### config.mk
export PLATFORM = sky130hd
export DESIGN_NAME = awle_rem_div
export DESIGN_NICKNAME = d
export VERILOG_FILES = /design/src/rtl/core/awle_pkg.sv /design/src/rtl/core/awle_rem_div.sv
export SDC_FILE = /design/constraint.sdc
export NUM_CORES = 1
export LEC_CHECK = 0
export ABC_AREA = 1
export BUFFER_PORTS_ARGS = -buffer_cell sky130_fd_sc_hd__buf_2
export CAP_MARGIN = 25
export CORE_ASPECT_RATIO = 1.5
export CORE_MARGIN = 1.5
export CORE_UTILIZATION = 45
export CTS_BUF_LIST = sky130_fd_sc_hd__clkbuf_16
export CTS_CLUSTER_SIZE = 25
export DETAILED_ROUTE_END_ITERATION = 16
export PLACE_DENSITY = 0.67
export SLEW_MARGIN = 20
export SYNTH_ARGS = -nofsm -noshare
export SYNTH_HDL_FRONTEND = slang
export SYNTH_SLANG_ARGS = --single-unit
### constraint.sdc
create_clock -name clk -period 2 [get_ports clk]
set_input_delay 0.6 -clock clk [delete_from_list [all_inputs] [get_ports clk]]
set_output_delay 0.6 -clock clk [all_outputs]
set_load 0.005 [all_outputs]
### src/rtl/core/awle_pkg.sv
`timescale 1ns / 1ps
package awle_pkg;

  localparam int SAMPLE_W  = 16;
  localparam int LEVEL_W   = 22;
  localparam int CFG_W     = 7;
  localparam int CFG_IDX_W = 2;
  localparam int COUNT_W   = 32;
  localparam int RANGE_W   = SAMPLE_W + 1;

  localparam logic [CFG_IDX_W-1:0] REG_LEVEL_MODE    = 2'd0;
  localparam logic [CFG_IDX_W-1:0] REG_WINDOW_LENGTH = 2'd1;
  localparam logic [CFG_IDX_W-1:0] REG_WINDOW_STEP   = 2'd2;

  localparam logic [1:0] MODE_DIFF  = 2'd0;
  localparam logic [1:0] MODE_RANGE = 2'd1;
  localparam logic [1:0] MODE_MIX   = 2'd2;

  typedef logic signed [SAMPLE_W-1:0] sample_t;

  // running extremes: set 0 covers ages 0..W-1, set 1 covers ages 1..W
  typedef struct packed {
    sample_t lo0;
    sample_t hi0;
    sample_t lo1;
    sample_t hi1;
  } mm_t;

  localparam mm_t MM_INIT = '{
    lo0: 16'sh7FFF,
    hi0: 16'sh8000,
    lo1: 16'sh7FFF,
    hi1: 16'sh8000
  };

endpackage

### src/rtl/core/awle_rem_div.sv
`timescale 1ns / 1ps
module awle_rem_div #(
  parameter int DIV_W = 7
) (
  input  logic                         clk,
  input  logic                         rst_n,
  input  logic                         start,
  input  logic [awle_pkg::COUNT_W-1:0] dividend,
  input  logic [DIV_W-1:0]             divisor,
  output logic                         done_r,
  output logic [DIV_W-1:0]             rem_r
);

  localparam int CNT_W = $clog2(awle_pkg::COUNT_W);

  logic                         busy_r;
  logic [CNT_W-1:0]             cnt_r;
  logic [awle_pkg::COUNT_W-1:0] dvd_r;
  logic [DIV_W-1:0]             divisor_r;
  logic [DIV_W:0]               part;
  logic [DIV_W:0]               part_sub;
  logic [DIV_W-1:0]             rem_step;

  always_comb begin
    part     = {rem_r, dvd_r[awle_pkg::COUNT_W-1]};
    part_sub = part - {1'b0, divisor_r};
    rem_step = (part >= {1'b0, divisor_r}) ? DIV_W'(part_sub) : DIV_W'(part);
  end

  always_ff @(posedge clk) begin
    if (!rst_n) begin
      busy_r <= 1'b0;
      done_r <= 1'b0;
      cnt_r  <= '0;
    end else begin
      done_r <= 1'b0;
      if (start) begin
        busy_r <= 1'b1;
        cnt_r  <= '0;
      end else if (busy_r) begin
        cnt_r <= cnt_r + CNT_W'(1);
        if (cnt_r == CNT_W'(awle_pkg::COUNT_W - 1)) begin
          busy_r <= 1'b0;
          done_r <= 1'b1;
        end
      end
    end
  end

  always_ff @(posedge clk) begin
    if (start) begin
      dvd_r     <= dividend;
      divisor_r <= divisor;
      rem_r     <= '0;
    end else if (busy_r) begin
      dvd_r <= {dvd_r[awle_pkg::COUNT_W-2:0], 1'b0};
      rem_r <= rem_step;
    end
  end

endmodule
# Yosys cells after proc, flatten, opt, wreduce, memory -nomap -nowiden
# Index checks and enable logic that the tools add are counted.
[word_totals]
register_bits = 53
input_bits = 42
output_inout_bits = 8
elab_cells = 22
[classes]
n_addsub = 2
n_lt_le_gt_ge = 1
eq_ne = 1
muxes = 7
n_bitwise = 2
reduce_logical = 3
[ops]
columns = ["cell", "count"]
rows = [
  ["32-bit 2-to-1 mux", 2],
  ["8-bit by 7-bit >= comparator with 1-bit output", 1],
  ["7-bit 2-to-1 mux", 1],
  ["7-bit subtractor", 1],
  ["5-bit by 1-bit adder with 5-bit output (second input constant)", 1],
  ["5-bit equality test (second input constant)", 1],
  ["1-bit 2-to-1 mux", 4],
  ["3-bit OR reduction", 1],
  ["1-bit inverter", 2],
  ["2-bit nonzero test", 1],
  ["2-bit OR reduction", 1],
]

# Longest topological paths before layout
[logic_depth]
ltp_word = 4
mapped_depth = 14
mapped_depth_nobuf = 14

# Worst setup path after synthesis
# No wires, ideal clock.
[synth_timing]
path_kind = "flip-flop to flip-flop"
startpoint = "reg dvd_r[31] in the netlist's numbering"
endpoint = "reg rem_r[5]"
setup_ns = 0.112
arrival_ns = 1.577
required_time_ns = 1.888
slack_ns = 0.311
stages_incl_launch_ff = 15
path_buffers = 0
period_less_slack_ns = 1.689
path_cell_list = "edfxtp_1 > inv_1 > ha_1 > inv_2 > fa_1 > nand2_1 > nand2_1 > nand2_2 > nand2_2 > nand2_4 > nand3_1 > nand2_1 > inv_1 > nand2_1 > nand2_1"
[synth_via]
elab_chain_cells = 2
word_cells_on_any_way = 3
cone_classes = "1 x add/sub; 1 x order compare; 1 x mux"
[synth_lines]
columns = ["item", "line_no", "source"]
rows = [
  ["start: declaration", "awle_rem_div.sv:18", "logic [awle_pkg::COUNT_W-1:0] dvd_r;"],
  ["start signal: assignment", "awle_rem_div.sv:52", "dvd_r <= dividend;"],
  ["start signal: assignment", "awle_rem_div.sv:56", "dvd_r <= {dvd_r[awle_pkg::COUNT_W-2:0], 1'b0};"],
  ["7-bit subtractor or 8-bit by 7-bit >= comparator with 1-bit output (tied branches)", "awle_rem_div.sv:26, awle_rem_div.sv:27", ""],
  ["7-bit 2-to-1 mux *", "awle_rem_div.sv:27", "rem_step = (part >= {1'b0, divisor_r}) ? DIV_W'(part_sub) : DIV_W'(part);"],
  ["end signal: assignment", "awle_rem_div.sv:57", "rem_r <= rem_step;"],
  ["end: declaration", "awle_rem_div.sv:11", "output logic [DIV_W-1:0] rem_r"],
]
# Every way passes the cells marked *; elsewhere a longest branch is shown, timed or not.
# A chain may end at the register's enable or synchronous reset.

# Worst setup path in the final report
[layout_timing]
startpoint = "reg dvd_r[31] in the netlist's numbering"
endpoint = "reg rem_r[1]"
# Same word-level chain as after synthesis.

==> qor.yml <==
post-route-util: 0.560
vias_per_cell: 4.73
die_area_sq_mm: 0.00622
final_common_cell: "nand2_1"
grt_pass1_wl_mm: 8.00
cts_setup_buffers: 0
pre_cts_slack_ns: 0.203
start_util: 0.471
avgSynthCellArea_sq_um: 8.85
routed_wirelength_mm: 4.58
reg2reg_to: "rem_r[1]$_SDFFE_PP0P_"
worst_skew_pair.late_latency_ns: 0.29
synth_top_area_frac: 0.453
num_rows: 33
grt_max_degree: 37
path_cells: "inv_1 > ha_1 > inv_2 > fa_1 > nand2_1 > nand2_1 > nand2_2 > nand2_2 > nand2_4 > nand2_4 > nand2_1 > nand3_1 > o21ai_1"
n_antenna_cell: 0
crit_required_ns: 2.22
synth_seq_cells: 53
drcViolationCount: 0
crit_path_frequent_cell: "nand2_1"
cellPowerDensity_mw_per_mm2: 855
clock_skew_ns: 0.00403
rrSetupSlack_ns: 0.19
drt_iter0_markers: 57
grt_usage: 0.165
die_height_um: 95.8
area_delta_synth_final_pct: 19.1
worstSetupPathType: "reg2reg"
cp_slowest_cell: "fa_1"
syn_nets: 344
endpoint_kind: "register"
synth_area_leaders: "edfxtp_1 45%, nand2_1 20%, dfxtp_1 11%"
path_buf_inv: 2
power.total_mw: 2.63
setup_viol_count_final: 0
synth_edf_count: 39
ctsHoldBuffers: 0
seq_area_frac_synth: 0.561
p_leak_nw: 1.56
drt_first_pass_iters: 5
fin_ws_ns: 0.188
cts_root_buf: "clkbuf_16"
drive_above_1_share: 0.215
timing.final.max_slew_violations: 0
period_minus_slack_ns: 1.81
grt_pass1_vias: 2023
rsz0062_at_grt: "no"
yosysWarningCount: 0
fin_nets: 395
antenna_found_initial: 0
h-tree-depth: 2
clock.fmax_ghz: 0.552
io_pins: 50
peakVddDrop_v: 0.000564
synthCells: 292
cp.depth: 13
relSlewSlack: 0.676
dp_cells: 406
mostFrequentLayoutCells: "135 x nand2_1, 49 x buf_2, 39 x edfxtp_1, 28 x inv_1, 17 x nand3_1"
final_area_sq_mm: 0.00308
grt_overflow_total: 0
gp_congestion: 0.837
whs_path_depth: 2
placed_area_sq_mm: 0.00291
cts_buffer_depth: 2
startpoint: "dvd_r[31]$_DFFE_PP_"
tritoncts: "done"
crit_family: "simple AND/OR/NAND/NOR gates"
cap_violations: 0
detail_route.wl_per_cell_um: 11.1
worstSetupEndpoint: "rem_r[1]$_SDFFE_PP0P_"
ys.flop_type: "edfxtp_1"
setup_tns_ns: 0
cts_buffers: 5
critPathMaxStageDelay_ns: 0.39
final_cells: 414
path_clk_slew_ns: 0.06
arrival_ns: 2.03
cts_resized: 0
status: "finished, final reports clean"
fin_hold_ws_ns: 0.467
worst_pin_slew_ns: 0.485
rr_worst_depth: 13
r2r_start: "dvd_r[31]$_DFFE_PP_"
synth_cell_types: 28
hold_path_class: "reg2reg"
fin_crit_sh: 0.906
dpl.hpwl_mm: 3.38
final_antenna_net_count: 0
coreArea_sq_mm: 0.00549
netlist_area_sq_mm: 0.00258
die_width_um: 64.9
cp-start-kind: "register"
async_flop_share: 0
vias: 1959
synth_largest_area_cell: "edfxtp_1"
port_buffers: 49
cts.sinks: 53
hold_violations: 0
crit_fanout: 8
[registers in the layout, indices dropped and copies added (netlist names)]
register and cells:
cnt_r 5, rem_r 7, dvd_r 32, divisor_r 7
done_r 1, busy_r 1
[area by class of cell]
class | instances | area (sq um)
timing repair buffer | 52 | 280
clock inverter | 3 | 38.8
inverter | 34 | 128
multi-input combinational | 197 | 967
sequential | 53 | 1450
clock buffer | 5 | 125
fill | 515 | 2410
tap | 70 | 87.6
[cell usage after synthesis, types with 4 or more instances]
library cell and instances:
nand3_1 17, dfxtp_1 14, nor2_1 5, inv_1 27, o21ai_1 6, edfxtp_1 39, a21oi_1 4, ha_1 9
clkbuf_1 6, nand2_1 135, inv_2 7
[layer usage]
metal  routed length, um  GRT usage  up-vias
met5                   0          0        -
met1                1940      0.177      878
met3                 177     0.0351        4
met4                  44     0.0727        0
met2                2420      0.307       43
li1                    -          -     1034
[worst min-delay path, delay by kind of cell (launching register included)]
kind               cells  cell delay [ns]
and+or+nand+nor        1             0.06
DFF                    1             0.31
AOI/OAI and AO/OA      1             0.05
[logic make-up (layout without fill, tap and decap cells)]
| group | after synthesis | in the layout | share of synthesized area |
|---|---|---|---|
| buf+inv | 42 | 94 | 0.0644 |
| flops | 53 | 53 | 0.561 |
| xor+xnor | 2 | 2 | 0.00678 |
| simple gates | 172 | 172 | 0.285 |
| compound gates | 13 | 13 | 0.0310 |
| fa+ha+maj | 10 | 10 | 0.0513 |
[worst min path at each step]
stage / start / slack, ns / end
after detailed placement: cnt_r[4]$_SDFFE_PP0P_ / 0.46 / cnt_r[4]$_SDFFE_PP0P_
after CTS: cnt_r[4]$_SDFFE_PP0P_ / 0.47 / cnt_r[4]$_SDFFE_PP0P_
final: cnt_r[4]$_SDFFE_PP0P_ / 0.47 / cnt_r[4]$_SDFFE_PP0P_
after global placement: cnt_r[4]$_SDFFE_PP0P_ / 0.45 / cnt_r[4]$_SDFFE_PP0P_
after floorplan: cnt_r[4]$_SDFFE_PP0P_ / 0.44 / cnt_r[4]$_SDFFE_PP0P_
after global routing: divisor[1] / 0.48 / divisor_r[1]$_DFFE_PP_
[power breakdown]
group	switching (mW)	total (mW)	internal (mW)
logic	0.218	0.368	0.149
registers	0.0363	1.33	1.29
clock network	0.356	0.939	0.583
total	0.611	2.63	2.02
(Power assumes the default switching activity.)
