## src/rtl/core/awle_pkg.sv

```systemverilog
`timescale 1ns / 1ps
package awle_pkg;

  localparam int SAMPLE_W  = 16;
  localparam int LEVEL_W   = 22;
  localparam int CFG_W     = 7;
  localparam int CFG_IDX_W = 2;
  localparam int COUNT_W   = 32;
  localparam int RANGE_W   = SAMPLE_W + 1;

  localparam logic [CFG_IDX_W-1:0] REG_LEVEL_MODE    = 2'd0;
  localparam logic [CFG_IDX_W-1:0] REG_WINDOW_LENGTH = 2'd1;
  localparam logic [CFG_IDX_W-1:0] REG_WINDOW_STEP   = 2'd2;

  localparam logic [1:0] MODE_DIFF  = 2'd0;
  localparam logic [1:0] MODE_RANGE = 2'd1;
  localparam logic [1:0] MODE_MIX   = 2'd2;

  typedef logic signed [SAMPLE_W-1:0] sample_t;

  // running extremes: set 0 covers ages 0..W-1, set 1 covers ages 1..W
  typedef struct packed {
    sample_t lo0;
    sample_t hi0;
    sample_t lo1;
    sample_t hi1;
  } mm_t;

  localparam mm_t MM_INIT = '{
    lo0: 16'sh7FFF,
    hi0: 16'sh8000,
    lo1: 16'sh7FFF,
    hi1: 16'sh8000
  };

endpackage

```

## src/rtl/core/awle_cell.sv

```systemverilog
`timescale 1ns / 1ps
module awle_cell #(
  parameter int SUM_W = 23
) (
  input  logic                clk,
  input  logic                rst_n,
  input  logic                shift,
  input  awle_pkg::sample_t   smp_in,
  input  awle_pkg::sample_t   smp_next,
  input  logic                tok_in,
  input  logic [SUM_W-1:0]    sum_in,
  input  awle_pkg::mm_t       mm_in,
  input  logic                is_last,
  output awle_pkg::sample_t   smp_r,
  output logic                tok_r,
  output logic                tok_fwd,
  output logic                tok_done,
  output logic [SUM_W-1:0]    sum_r,
  output awle_pkg::mm_t       mm_r
);

  logic signed [awle_pkg::RANGE_W-1:0] diff;
  logic [awle_pkg::RANGE_W-1:0]        abs_diff;
  logic [SUM_W-1:0]                    sum_nxt;
  awle_pkg::mm_t                       mm_nxt;

  always_comb begin
    diff     = {smp_r[awle_pkg::SAMPLE_W-1], smp_r}
             - {smp_next[awle_pkg::SAMPLE_W-1], smp_next};
    abs_diff = diff[awle_pkg::RANGE_W-1] ? awle_pkg::RANGE_W'(-diff)
                                         : awle_pkg::RANGE_W'(diff);
    sum_nxt  = sum_in + SUM_W'(abs_diff);
    mm_nxt   = mm_in;
    if (smp_r < mm_in.lo0) mm_nxt.lo0 = smp_r;
    if (smp_r > mm_in.hi0) mm_nxt.hi0 = smp_r;
    if (smp_next < mm_in.lo1) mm_nxt.lo1 = smp_next;
    if (smp_next > mm_in.hi1) mm_nxt.hi1 = smp_next;
  end

  always_ff @(posedge clk) begin
    if (!rst_n) begin
      smp_r <= '0;
      tok_r <= 1'b0;
    end else begin
      if (shift) smp_r <= smp_in;
      tok_r <= tok_in;
    end
  end

  always_ff @(posedge clk) begin
    if (tok_in) begin
      sum_r <= sum_nxt;
      mm_r  <= mm_nxt;
    end
  end

  assign tok_fwd  = tok_r & ~is_last;
  assign tok_done = tok_r & is_last;

endmodule

```

## config.mk

```make
export PLATFORM = sky130hd
export DESIGN_NAME = awle_cell
export DESIGN_NICKNAME = d
export VERILOG_FILES = /design/src/rtl/core/awle_pkg.sv /design/src/rtl/core/awle_cell.sv
export SDC_FILE = /design/constraint.sdc
export NUM_CORES = 1
export LEC_CHECK = 0
export BUFFER_PORTS_ARGS = -buffer_cell sky130_fd_sc_hd__buf_4
export CORE_ASPECT_RATIO = 0.6
export CORE_MARGIN = 1
export CORE_UTILIZATION = 55
export CTS_BUF_LIST = sky130_fd_sc_hd__clkbuf_8
export DETAILED_ROUTE_END_ITERATION = 12
export PLACE_DENSITY = 0.88
export SLEW_MARGIN = 20
export SYNTH_ARGS = -nofsm -noshare
export SYNTH_HDL_FRONTEND = slang
export SYNTH_SLANG_ARGS = --single-unit
```

## constraint.sdc

```tcl
create_clock -name clk -period 5.95 [get_ports clk]
set_input_delay 0.8925 -clock clk [delete_from_list [all_inputs] [get_ports clk]]
set_output_delay 0.8925 -clock clk [all_outputs]
set_load 0.01 [all_outputs]
```

# After elaboration in Yosys (flattened, before gate mapping)
# Cells that the tools add are included.
dict set report op_classes {
  reduce_logical 0
  div_mod_pow 0
  n_addsub 3
  n_mul 0
  magnitude_cmp 4
  bitwise 3
  eq_ne 0
  shifts 0
  muxes 5
}
# op count
set ops {}
lappend ops {{16-bit 2-to-1 mux} 4}
lappend ops {{16-bit > comparator} 2}
lappend ops {{16-bit less-than comparator} 2}
lappend ops {{23-bit by 17-bit adder with 23-bit output} 1}
lappend ops {{17-bit 2-to-1 mux} 1}
lappend ops {{17-bit negator} 1}
lappend ops {{16-bit by 16-bit subtractor with 17-bit output} 1}
lappend ops {{1-bit AND} 2}
lappend ops {{1-bit NOT} 1}
dict set report word_totals {
  out_inout_bits 106
  inputBits 124
  wordCells 22
  mem_count 0
  mem_bits_rw 0
  romBits 0
  latch_bits 0
  register_bits 104
}

# Depth between registers and ports, before layout
dict set report depth {
  ltp_word 4
  mapped_depth 21
}

# Least setup slack after synthesis
# Ideal clock, no wire load.
dict set report synth_timing {
  kind {input port to flip-flop}
  startpoint {input smp_next[0]}
  endpoint {register sum_r[21] (data pin)}
  required_ps 5683
  setup_slack_ps 536
  arrival_ps 5148
  stages 20
  path_cell_list {ha_1 > fa_1 > nand2b_1 > a21oi_2 > o21a_1 > nand2_1 > a311o_2 > a31oi_4 > buf_2 > nor2_1 > xor2_1 > ha_1 > and3_1 > or4b_1 > a32oi_1 > a21oi_1 > o21ai_1 > o41ai_2 > nor3b_1 > xor2_1}
}
dict set report synth_via {
  elab_chain_cells 4
}
# element line
set synth_lines {}
lappend synth_lines {{start: declaration} awle_cell.sv:9} ;# input awle_pkg::sample_t smp_next,
lappend synth_lines {{16-bit by 16-bit subtractor with 17-bit output *} awle_cell.sv:29} ;# - {smp_next[awle_pkg::SAMPLE_W-1], smp_next};
lappend synth_lines {{17-bit negator} awle_cell.sv:30} ;# abs_diff = diff[awle_pkg::RANGE_W-1] ? awle_pkg::RANGE_W'(-diff)
lappend synth_lines {{17-bit 2-to-1 mux *} awle_cell.sv:30}
lappend synth_lines {{23-bit by 17-bit adder with 23-bit output *} awle_cell.sv:32} ;# sum_nxt = sum_in + SUM_W'(abs_diff);
lappend synth_lines {{named net sum_nxt[21]} awle_cell.sv:24} ;# logic [SUM_W-1:0] sum_nxt;
lappend synth_lines {{end signal: assignment} awle_cell.sv:52} ;# sum_r <= sum_nxt;
lappend synth_lines {{end: declaration} awle_cell.sv:18} ;# output logic [SUM_W-1:0] sum_r,
# The timed path passes the listed nets; every way through them passes the cells marked *.
# A chain may end at the register's enable or synchronous reset.

# Worst setup path after layout
dict set report layout_timing {
  startpoint {register smp_r[1]}
  endpoint {register sum_r[21] (data pin)}
}
dict set report layout_via {
  elab_chain_cells 4
}
# element line
set layout_lines {}
lappend layout_lines {{start: declaration} awle_cell.sv:14} ;# output awle_pkg::sample_t smp_r,
lappend layout_lines {{start signal: assignment} awle_cell.sv:45} ;# if (shift) smp_r <= smp_in;
lappend layout_lines {{16-bit by 16-bit subtractor with 17-bit output *} awle_cell.sv:29}
lappend layout_lines {{17-bit negator} awle_cell.sv:30}
lappend layout_lines {{17-bit 2-to-1 mux *} awle_cell.sv:30}
lappend layout_lines {{23-bit by 17-bit adder with 23-bit output *} awle_cell.sv:32}
lappend layout_lines {{named net sum_nxt[21]} awle_cell.sv:24}
# Marks and branches as above.

==> impl_metrics.tcl <==
set metrics [dict create \
    hpwl_mm 17.8 \
    min_delay_path_depth 2 \
    ys_seq_area_share_pct 35.9 \
    core_sq_mm 0.0145 \
    ctsHoldBuffers 0 \
    drive_above_1_share_pct 28.6 \
    via_per_inst 5.82 \
    post_drt_wl_per_cell_um 18.2 \
    synth_cell_type_count 80 \
    fmax_mhz 182 \
    p_seq_share_pct 39.1 \
    syn_area_sq_mm 0.00823 \
    holdWs_ns 0.683 \
    fin_setup_tns_ns 0 \
    clk_latency_ns 0.37 \
    synth.avg_cell_area_sq_um 9.94 \
    setup_viol 0 \
    gp_congestion 0.895 \
    synth_edf_count 87 \
    clkPwrFrac_pct 17.5 \
    yosys-top-cells-area "edfxtp_1 32%, ha_1 15%, inv_1 4.4%" \
    grt_max_degree 89 \
    nNetsFinal 1270 \
    num_vias 7263 \
    crit_fanout 9 \
    cp_common_cell "xor2_1" \
    finalCriticalPeriod_ns 5.50 \
    syn_inst 828 \
    rows 34 \
    endpoint_kind "flop" \
    syn_nets 1052 \
    status "finished, final reports clean" \
    drtIter0Drc 616 \
    worstPathCellList "inv_1, fa_1, nand2b_1, a21oi_2, o21a_1, nand2_1, a311o_2, a31oi_4, nor2_1, xor2_1, ha_1, and3_1, or4b_1, a32oi_1, a21oi_1, o21ai_1, o41ai_2, nor3b_1, xor2_1" \
    initial_core_util_pct 56.6 \
    fill_cells 1108 \
    cp_slowest_cell "dfxtp_1" \
    pin_count 230 \
    period_share_pct 92.4 \
    critPathKind "flop to flop" \
    max-cap-violations 0 \
    post_cts_resized 0 \
    crit_buf_inv 1 \
    syn_to_final_growth_pct 25.3 \
    die_h_um 96.7 \
    rsz0062_at_grt "false" \
    clk_path_buf_depth 2 \
    drt_wl_total_mm 22.7 \
    fp.dieArea_sq_mm 0.0155 \
    finalPower_uw 2540 \
    drtPass1Iterations 6 \
    post_cts_buffers 0 \
    synth_warnings 0 \
    drcViolationCount 0 \
    cts_made_buffers 9 \
    globalRouteOverflowTotal 0 \
    crit_required_ns 6.07 \
    power_frac_comb_pct 43.4 \
    cpPeakStageDelay_ns 0.57 \
    switchingPower_uw 893 \
    yosysTopAreaCellShare_pct 31.8 \
    ir_drop_mv 0.164 \
    hold_class "flop to flop" \
    ff2ff_path_depth 19 \
    yosys.area.top_type "edfxtp_1" \
    p_int_uw 1640 \
    worst_pin_slew_ns 1.05 \
    synth.ff_latch_count 104 \
    cts_root_buffer "clkbuf_8" \
    ctsHtreeMaxLevel 3 \
    clock_sinks 104 \
    ys.flop_type "edfxtp_1" \
    slew_headroom_pct 29.9 \
    arrival_ns 5.62 \
    slew_violations 0 \
    cts_tree "built" \
    ant_nets 0 \
    worst_setup_path_start_kind "flop" \
    antenna_found_initial 0 \
    io_buffers 229 \
    synth-async-reset-ratio_pct 0 \
    swShare_pct 35.2 \
    antenna_cells 0 \
    grt_usage_pct 29.1 \
    finalHoldViolations 0 \
    cp_top_family "compound AO/OA/AOI/OAI gates" \
    p_leak_uw 0.00501 \
    clkSlewWorstSetupHoldPaths_ns 0.11 \
    grt_pass1_wl_mm 35.8 \
    die_w_um 160 \
    fin_skew_ns 0.0177 \
    pwr_density_cell_mw_per_mm2 246 \
    cp_num_cells 19 \
    grt_pass1_vias 6915 \
]
## metrics by stage
| step | instances | cell area [sq um] | utilization, % | setup slack, ns |
|---|---|---|---|---|
| floorplan | 828 | 8230 | - | 0.536 |
| CTS | 1249 | 10300 | 70.8 | 0.555 |
| finish | 1249 | 10300 | 70.9 | 0.450 |
| global placement | 1233 | 10100 | 69.5 | 0.327 |
| detailed placement | 1233 | 10100 | 69.5 | 0.215 |
| global route | 1249 | 10300 | 70.9 | 0.143 |
## sequential cells by signal, indices dropped and copies added (netlist names)
register / cells
smp_r: 16
sum_r: 23
mm_r: 64
tok_r: 1
## synthesized netlist by cell type, drive strengths merged (25+ instances only)
master / n
nand3: 26
a21o: 33
ha: 98
inv: 97
o21ai: 38
a21oi: 36
nand2: 34
nor2: 34
edfxtp: 87
xnor2: 25
mux2: 32
mux2i: 35
nor2b: 27
## cells by family after synthesis
kind of cell	synth area share [%]
AND/OR/NAND/NOR	13.2
AO/OA/AOI/OAI	16.4
buffers and inverters	5.93
flip-flops	35.9
adder cells (fa/ha/maj)	15.4
multiplexers	8.64
XOR/XNOR	4.47
## power by group through the flow
| stage | Sequential [uW] | Clock, uW | Combinational, uW |
|---|---|---|---|
| finish | 992 | 443 | 1100 |
| global route | 1000 | 480 | 1200 |
| CTS | 993 | 454 | 1090 |
| detailed placement | 1010 | 0 | 1080 |
| global placement | 1010 | 0 | 1050 |
| floorplan | 1060 | 0 | 630 |
## layer usage
layer	vias up	GRT usage (%)	wire (um)
met4	0	6.96	362
met5	-	0	0
li1	3481	-	-
met1	3402	41.7	10400
met3	30	6.90	2120
met2	350	44.4	9810
## cells in the final DEF (no fill, tap or decap), types with 18 or more instances in the layout
| master | count |
|---|---|
| a21o_1 | 31 |
| o21ai_0 | 34 |
| nor2b_1 | 27 |
| ha_1 | 98 |
| nand3_1 | 26 |
| buf_4 | 233 |
| and3_1 | 21 |
| xnor2_1 | 25 |
| mux2i_1 | 35 |
| inv_1 | 98 |
| mux2_2 | 28 |
| o211ai_1 | 18 |
| nor2_1 | 34 |
| a21oi_1 | 35 |
| nand2_1 | 34 |
| edfxtp_1 | 87 |
## cell type report
class                           count  area (sq um)  share of cell area (%)
Timing Repair Buffer              234          1760                    17.1
Sequential cell                   104          2950                    28.6
Clock inverter                      6          50.0                   0.485
Clock buffer                       10           138                    1.33
Tap cell                          198           248                    2.40
Inverter                           98           368                    3.57
Multi-Input combinational cell    599          4790                    46.5
## worst reg2reg max path, delay by kind of cell (launching register included)
family / cells / cell delay (ns)
and+or+nand+nor: 6 / 1.35
DFF: 1 / 0.57
xor gates and xnor gates: 2 / 0.25
AOI/OAI and AO/OA: 8 / 1.93
adders and majority gates: 2 / 0.89
buffers and inverters: 1 / 0.27
## path summary, 6_finish.rpt
path	from	endpoint	slack, ns
setup / recovery	smp_r[1]	sum_r[21]	0.45
setup reg to reg	smp_r[1]	sum_r[21]	0.45
hold reg to reg	smp_r[9]	smp_r[9]	0.68
hold / removal	smp_r[9]	smp_r[9]	0.68
(Power assumes the default switching activity.)
